**src/rtl/core/lobm_pkg.sv**
```systemverilog
`timescale 1ns / 1ps
// ============================================================================
// lobm_pkg
// Shared sizes, command and status codes and the result row type of the
// price level order book core.
// ============================================================================
package lobm_pkg;

    localparam int LEVELS      = 64;
    localparam int TICK_W      = $clog2(LEVELS);
    localparam int LVL_AW      = TICK_W + 1;
    localparam int LVL_W       = 48;
    localparam int QTY_W       = 31;
    localparam int MAX_ORDERS  = 1024;
    localparam int ID_W        = $clog2(MAX_ORDERS);
    localparam int MAX_RESULTS = 64;
    localparam int CNT_W       = $clog2(MAX_RESULTS + 1);

    localparam logic [1:0] CMD_ADD    = 2'd0;
    localparam logic [1:0] CMD_CANCEL = 2'd1;
    localparam logic [1:0] CMD_MATCH  = 2'd2;

    localparam logic [1:0] ST_OK     = 2'd0;
    localparam logic [1:0] ST_REJECT = 2'd1;
    localparam logic [1:0] ST_FULL   = 2'd2;

    typedef struct packed {
        logic              is_fill;
        logic [TICK_W-1:0] tick;
        logic [QTY_W-1:0]  amount;
    } row_t;

endpackage

```
**src/rtl/core/lobm_cell.sv**
```systemverilog
`timescale 1ns / 1ps
// ============================================================================
// lobm_cell
// One stage of the result chain: takes its neighbor's row on a pop and a new
// row when it is the write position.
// ============================================================================
module lobm_cell (
    input  logic          aclk,
    input  logic          pop,
    input  logic          load,
    input  lobm_pkg::row_t row_neighbor,
    input  lobm_pkg::row_t row_new,
    output lobm_pkg::row_t row_out
);

    lobm_pkg::row_t row_reg;

    always_ff @(posedge aclk) begin
        if (pop) begin
            row_reg <= row_neighbor;
        end else if (load) begin
            row_reg <= row_new;
        end
    end

    assign row_out = row_reg;

endmodule

```
**src/rtl/core/lobm_chain.sv**
```systemverilog
`timescale 1ns / 1ps
// ============================================================================
// lobm_chain
// Row of result cells. Rows are written at the fill position and leave from
// cell zero, each pop moving every row one cell toward the head.
// ============================================================================
module lobm_chain (
    input  logic                       aclk,
    input  logic                       aresetn,
    input  logic                       push,
    input  lobm_pkg::row_t             push_row,
    input  logic                       pop,
    output lobm_pkg::row_t             head_row,
    output logic [lobm_pkg::CNT_W-1:0] count
);

    localparam int DEPTH = lobm_pkg::MAX_RESULTS;

    lobm_pkg::row_t             cell_q [DEPTH];
    lobm_pkg::row_t             cell_n [DEPTH];
    logic [lobm_pkg::CNT_W-1:0] count_reg;

    for (genvar i = 0; i < DEPTH; i++) begin : g_cell
        if (i == DEPTH - 1) begin : g_tail
            assign cell_n[i] = '0;
        end else begin : g_mid
            assign cell_n[i] = cell_q[i+1];
        end
        lobm_cell u_cell (
            .aclk         (aclk),
            .pop          (pop),
            .load         (push && (count_reg == lobm_pkg::CNT_W'(i))),
            .row_neighbor (cell_n[i]),
            .row_new      (push_row),
            .row_out      (cell_q[i])
        );
    end

    always_ff @(posedge aclk) begin
        if (!aresetn) begin
            count_reg <= '0;
        end else if (pop) begin
            count_reg <= count_reg - 1'b1;
        end else if (push) begin
            count_reg <= count_reg + 1'b1;
        end
    end

    assign head_row = cell_q[0];
    assign count    = count_reg;

endmodule

```
**config.mk**
```make
export PLATFORM = sky130hd
export DESIGN_NAME = lobm_chain
export DESIGN_NICKNAME = d
export VERILOG_FILES = /design/src/rtl/core/lobm_pkg.sv /design/src/rtl/core/lobm_cell.sv /design/src/rtl/core/lobm_chain.sv
export SDC_FILE = /design/constraint.sdc
export NUM_CORES = 2
export LEC_CHECK = 0
export BUFFER_PORTS_ARGS = -buffer_cell sky130_fd_sc_hd__buf_2
export CAP_MARGIN = 20
export CORE_MARGIN = 5
export CORE_UTILIZATION = 25
export DETAILED_ROUTE_END_ITERATION = 10
export PLACE_DENSITY = 0.45
export SETUP_SLACK_MARGIN = 0.02
export SLEW_MARGIN = 20
export SYNTH_ARGS = -nofsm -noshare
export SYNTH_HDL_FRONTEND = slang
export SYNTH_SLANG_ARGS = --single-unit
```
**constraint.sdc**
```tcl
create_clock -name aclk -period 5.59 [get_ports aclk]
set_input_delay 0.2795 -clock aclk [delete_from_list [all_inputs] [get_ports aclk]]
set_output_delay 0.2795 -clock aclk [all_outputs]
set_load 0.03 [all_outputs]
```
Yosys cells after proc, flatten, opt, wreduce, memory -nomap -nowiden
Cells that the tools add are included.
{ "word_totals": {"wordCells": 515, "reg_bits": 2439, "in_bits": 42, "output_inout_bits": 45} }
{ "classes": {"n_mux": 128, "add_sub_neg": 2, "eq_ne": 63, "reduce_logical": 129} }
{ "op_table": {"columns": ["op", "count"], "rows": [
  ["$mux W38", 126],
  ["$eq A7 B6 Y1 const B", 32],
  ["$reduce_bool A2 Y1", 64],
  ["$eq A7 B5 Y1 const B", 16],
  ["$logic_and A1 B1 Y1", 64],
  ["$eq A7 B4 Y1 const B", 8],
  ["$eq A7 B3 Y1 const B", 4],
  ["$eq A7 B2 Y1 const B", 2],
  ["$mux W7", 2],
  ["$add A7 B1 Y7 const B", 1],
  ["$eq A7 B1 Y1 const B", 1],
  ["$logic_not A7 Y1", 1],
  ["$sub A7 B1 Y7 const B", 1]
]} }

Longest topological paths before layout
{ "logic_depth": {"ltp_word": 4, "depth_mapped": 7, "mapped_depth_nobuf": 6} }

By module
A second synthesis with hierarchy kept.
{ "hier_totals": {"hier_cells": 5343, "hier_area_um2": 106357.0} }
{ "modules_own_cells": {"columns": ["module", "seq_area_each_um2", "cells_per_inst", "instances", "area_each_um2"], "rows": [
  ["lobm_cell", 1141.1, 81, 64, 1646.6],
  ["lobm_chain", 140.1, 159, 1, 975.9]
]} }

Worst setup path before layout
No wires, ideal clock.
{ "synth_path": {"path_kind": "reg2reg", "start": "register count_reg, in the netlist count[3]", "end": "register g_cell[43].u_cell.row_reg, in the netlist g_cell[43].u_cell.row_out[0], enable pin", "period_less_slack_ns": 4.342, "n_path_buf": 1, "setup_time_ns": 0.486, "required_time_ns": 5.104, "setup_slack_ns": 1.248, "path_stages_with_launch": 5, "t_arrival_ns": 3.855, "cell_sequence": "dfxtp_1 > buf_2 > nor2b_1 > nand2_1 > o21ai_0"} }
{ "synth_between": {"elab_chain_cells": 3} }
{ "synth_rtl": {"columns": ["item", "line_no", "source"], "rows": [
  ["from (decl)", "lobm_chain.sv:21", "logic [lobm_pkg::CNT_W-1:0] count_reg;"],
  ["from (signal assigned)", "lobm_chain.sv:43", "count_reg <= count_reg - 1'b1;"],
  ["from (signal assigned)", "lobm_chain.sv:45", "count_reg <= count_reg + 1'b1;"],
  ["$eq A7 B6 Y1", "lobm_chain.sv:32", ".load (push && (count_reg == lobm_pkg::CNT_W'(i))),"],
  ["$logic_and A1 B1 Y1", "lobm_chain.sv:32", null],
  ["$reduce_bool A2 Y1 (no line)", null, null],
  ["to (signal assigned)", "lobm_cell.sv:20", "row_reg <= row_neighbor;"],
  ["to (signal assigned)", "lobm_cell.sv:22", "row_reg <= row_new;"],
  ["to (decl)", "lobm_cell.sv:16", "lobm_pkg::row_t row_reg;"]
]} }
No other way between the ends.
A chain may end at the register's enable or synchronous reset.

Final worst setup path
{ "layout_path": {"start": "register count_reg, in the netlist count[0]", "end": "register g_cell[63].u_cell.row_reg, in the netlist g_cell[63].u_cell.row_out[9]"} }
{ "layout_between": {"elab_chain_cells": 2} }
{ "layout_rtl": {"columns": ["item", "line_no"], "rows": [
  ["$eq A7 B6 Y1", "lobm_chain.sv:32"],
  ["$logic_and A1 B1 Y1", "lobm_chain.sv:32"],
  ["to (signal assigned)", "lobm_cell.sv:20"],
  ["to (signal assigned)", "lobm_cell.sv:22"],
  ["to (decl)", "lobm_cell.sv:16"]
]} }
No other way between the ends.

==> results.sh <==
export IMPL_outcome="complete, no violations"
export IMPL_floorplan_initialDensity_pct=25.03
export IMPL_post_cts_repair_setup_buffers=0
export IMPL_yosysSeqAreaShare_pct=76.92
export IMPL_p_seq_share_pct=52.8
export IMPL_power_density_nw_per_um2=386.4
export IMPL_finalHoldViolations=0
export IMPL_synth_flop_cell="edfxtp_1"
export IMPL_wl_um=247400
export IMPL_rsz0062_at_grt="false"
export IMPL_hold_path_class="in -> reg"
export IMPL_drive_gt1_share_pct=8.182
export IMPL_drtAntennaViolNets=0
export IMPL_wl_per_cell_um=18.65
export IMPL_fillers=38710
export IMPL_fmax_mhz=322.6
export IMPL_synth_edf_count=2394
export IMPL_worst_setup_path_start_kind="register"
export IMPL_num_rows=226
export IMPL_multiInputGateArea_sq_um=20340
export IMPL_finalCritPeriodShare_pct=55.46
export IMPL_switching_share_pct=23.55
export IMPL_first_global_vias=59410
export IMPL_r2r_cells=7
export IMPL_dieArea_sq_um=390900
export IMPL_dr_total_vias=56660
export IMPL_ys_ff_latch=2439
export IMPL_relSlewSlack_pct=14.86
export IMPL_pre_cts_ws_ps=2263
export IMPL_arrival_ps=3850
export IMPL_synth_distinct_cells=32
export IMPL_overflow=0
export IMPL_die_w_um=625.2
export IMPL_tightest_slew_ps=1277
export IMPL_cp_end_kind="register"
export IMPL_criticalPathCategory="reg -> reg"
export IMPL_synth_cells=8034
export IMPL_core_sq_um=378100
export IMPL_io_pins=87
export IMPL_worstPathRequired_ps=6340
export IMPL_whs_path_depth=3
export IMPL_layout_area_seq_sq_um=72790
export IMPL_min_period_ps=3100
export IMPL_slew_violations=0
export IMPL_instances_no_fill=13270
export IMPL_setup_violations_final=0
export IMPL_viasPerCell=4.271
export IMPL_dp_hpwl_um=135600
export IMPL_clk_pin_slew_worst_paths_ps=70
export IMPL_dr_pass1_iters=5
export IMPL_intPower_mw=32.49
export IMPL_p_comb_share_pct=7.4
export IMPL_clockBufferDepth=4
export IMPL_numCtsBuffers=267
export IMPL_place_area_sq_um=101200
export IMPL_track_usage_pct=12.45
export IMPL_syn_num_nets=8081
export IMPL_p_clk_share_pct=39.8
export IMPL_die_h_um=625.2
export IMPL_drt_iter0_markers=4351
export IMPL_ir_worst_vdd_uv=243.0
export IMPL_power_mw=42.51
export IMPL_fin_ws_ps=2490
export IMPL_setup_tns_ps=0
export IMPL_synth_warnings=0
export IMPL_worstPathMaxFanout=38
export IMPL_skew_ps=33.92
export IMPL_final_area_sq_um=110000
export IMPL_root_buffer="clkbuf_16"
export IMPL_p_switching_mw=10.01
export IMPL_portBuffers=86
export IMPL_drv_cap=0
export IMPL_cts_tree="yes"
export IMPL_finalWeightedCongestion=0.7676
export IMPL_grt_max_degree=239
export IMPL_clk_insertion_delay_late_ps=840
export IMPL_synth_avg_cell_area_sq_um=11.78
export IMPL_grt_pass1_wl_um=376800
export IMPL_post_place_cells=12740
export IMPL_area_delta_synth_final_pct=16.24
export IMPL_largest_reg_flops=2432
export IMPL_syn_area_sq_um=94630
export IMPL_antenna_found_initial=6
export IMPL_async_flop_share_pct=0
export IMPL_remaining_drc_errors=0
export IMPL_leakage_nw=46.03
export IMPL_cts_htree_levels=5
export IMPL_nNetsFinal=8101
export IMPL_clock_sink_count=2439
## critical path: stages, from the launching register on
cell and delay, ps:
dfxtp_1 480, ha_1 330, nand3_1 500, nor2_2 230, buf_4 430, nand2_1 270
a21oi_1 180, dlygate4sd3_1 570
## path summary, 6_finish.rpt
path	start	endpoint	slack [ps]
setup / recovery	count[0]	g_cell[63].u_cell.row_out[9]	2490
hold reg to reg	g_cell[63].u_cell.row_out[30]	g_cell[63].u_cell.row_out[30]	460
hold / removal	pop	g_cell[59].u_cell.row_out[35]	60
setup reg to reg	count[0]	g_cell[63].u_cell.row_out[9]	2490
## area by class of cell
class	instances	area share (%)
Sequential cell	2439	66.17
Multi-Input combinational cell	5067	18.49
Clock buffer	342	6.482
Tap cell	5016	5.705
Timing Repair Buffer	276	2.199
Clock inverter	123	0.9304
Inverter	3	0.01706
Antenna cell	2	0.004550
## synth_stat cells, types with 2 or more instances
cell type	instances	area, sq um
a21oi_1	55	275.3
and2_1	5	31.28
and4b_1	2	20.02
buf_2	386	1932
buf_4	2	15.01
buf_6	5	56.30
clkbuf_1	132	495.5
dfxtp_1	45	900.9
edfxtp_1	2394	71890
ha_1	5	62.56
inv_1	3	11.26
nand2_1	4915	18450
nand2b_1	2	12.51
nand3_1	5	25.02
nand3b_1	2	15.01
nor2_1	6	22.52
nor2b_1	5	31.28
o21ai_0	48	240.2
xnor2_1	4	35.03
## cell usage in the layout (no fill, tap or decap), types with 4 or more instances in the layout
master,netlist,layout
a21oi_1,55,38
a21oi_4,0,17
and2_1,5,5
buf_12,0,10
buf_16,0,14
buf_2,386,85
buf_4,2,107
bufinv_16,0,15
clkbuf_1,132,65
clkbuf_16,0,273
clkbuf_8,0,4
clkinv_1,0,50
clkinv_2,0,41
dfxtp_1,45,45
dlygate4sd3_1,0,57
edfxtp_1,2394,2394
ha_1,5,5
inv_6,0,10
nand2_1,4915,4877
nand2_4,0,38
nand3_1,5,5
nor2_1,6,5
nor2b_1,5,5
o21ai_4,0,47
xnor2_1,4,4
## power groups by stage
stage	registers [mW]	logic, mW	clock network [mW]
floorplan	22.8	1.81	0
global placement	22.9	3.15	0
detailed placement	22.9	3.20	0
CTS	22.5	3.24	17.3
global route	22.6	3.52	18.1
finish	22.5	3.14	16.9
## cell families after synthesis
kind of cell	after synthesis	share of synthesized area [%]
AOI/OAI and AO/OA	108	0.5844
xor gates and xnor gates	5	0.04627
adders and majority gates	5	0.06611
buffers and inverters	528	2.652
DFF	2439	76.92
muxes	1	0.01058
and+or+nand+nor	4948	19.72
## metal layers
metal	part of all wire [%]	vias up	routed length, um	global-route usage, %
met4	3.1	0	7733	3.966
met2	49	1050	121700	21.64
met1	44	28720	109100	16.13
met3	3.6	397	8813	1.510
li1	-	26500	-	-
met5	0	-	0	0
## per-stage QoR
stage               hold slack, ps  util (%)
global route                 55.90     29.10
floorplan                    401.2         -
CTS                          10.47     29.09
global placement             446.9     26.68
finish                       63.50     29.10
detailed placement           449.7     26.78
## repair_timing
action                                 CTS  global route
hold buffers                            57             0
endpoints found under the hold margin   48             0
resized for setup                        0             0
Power figures use the tool's default switching activity.
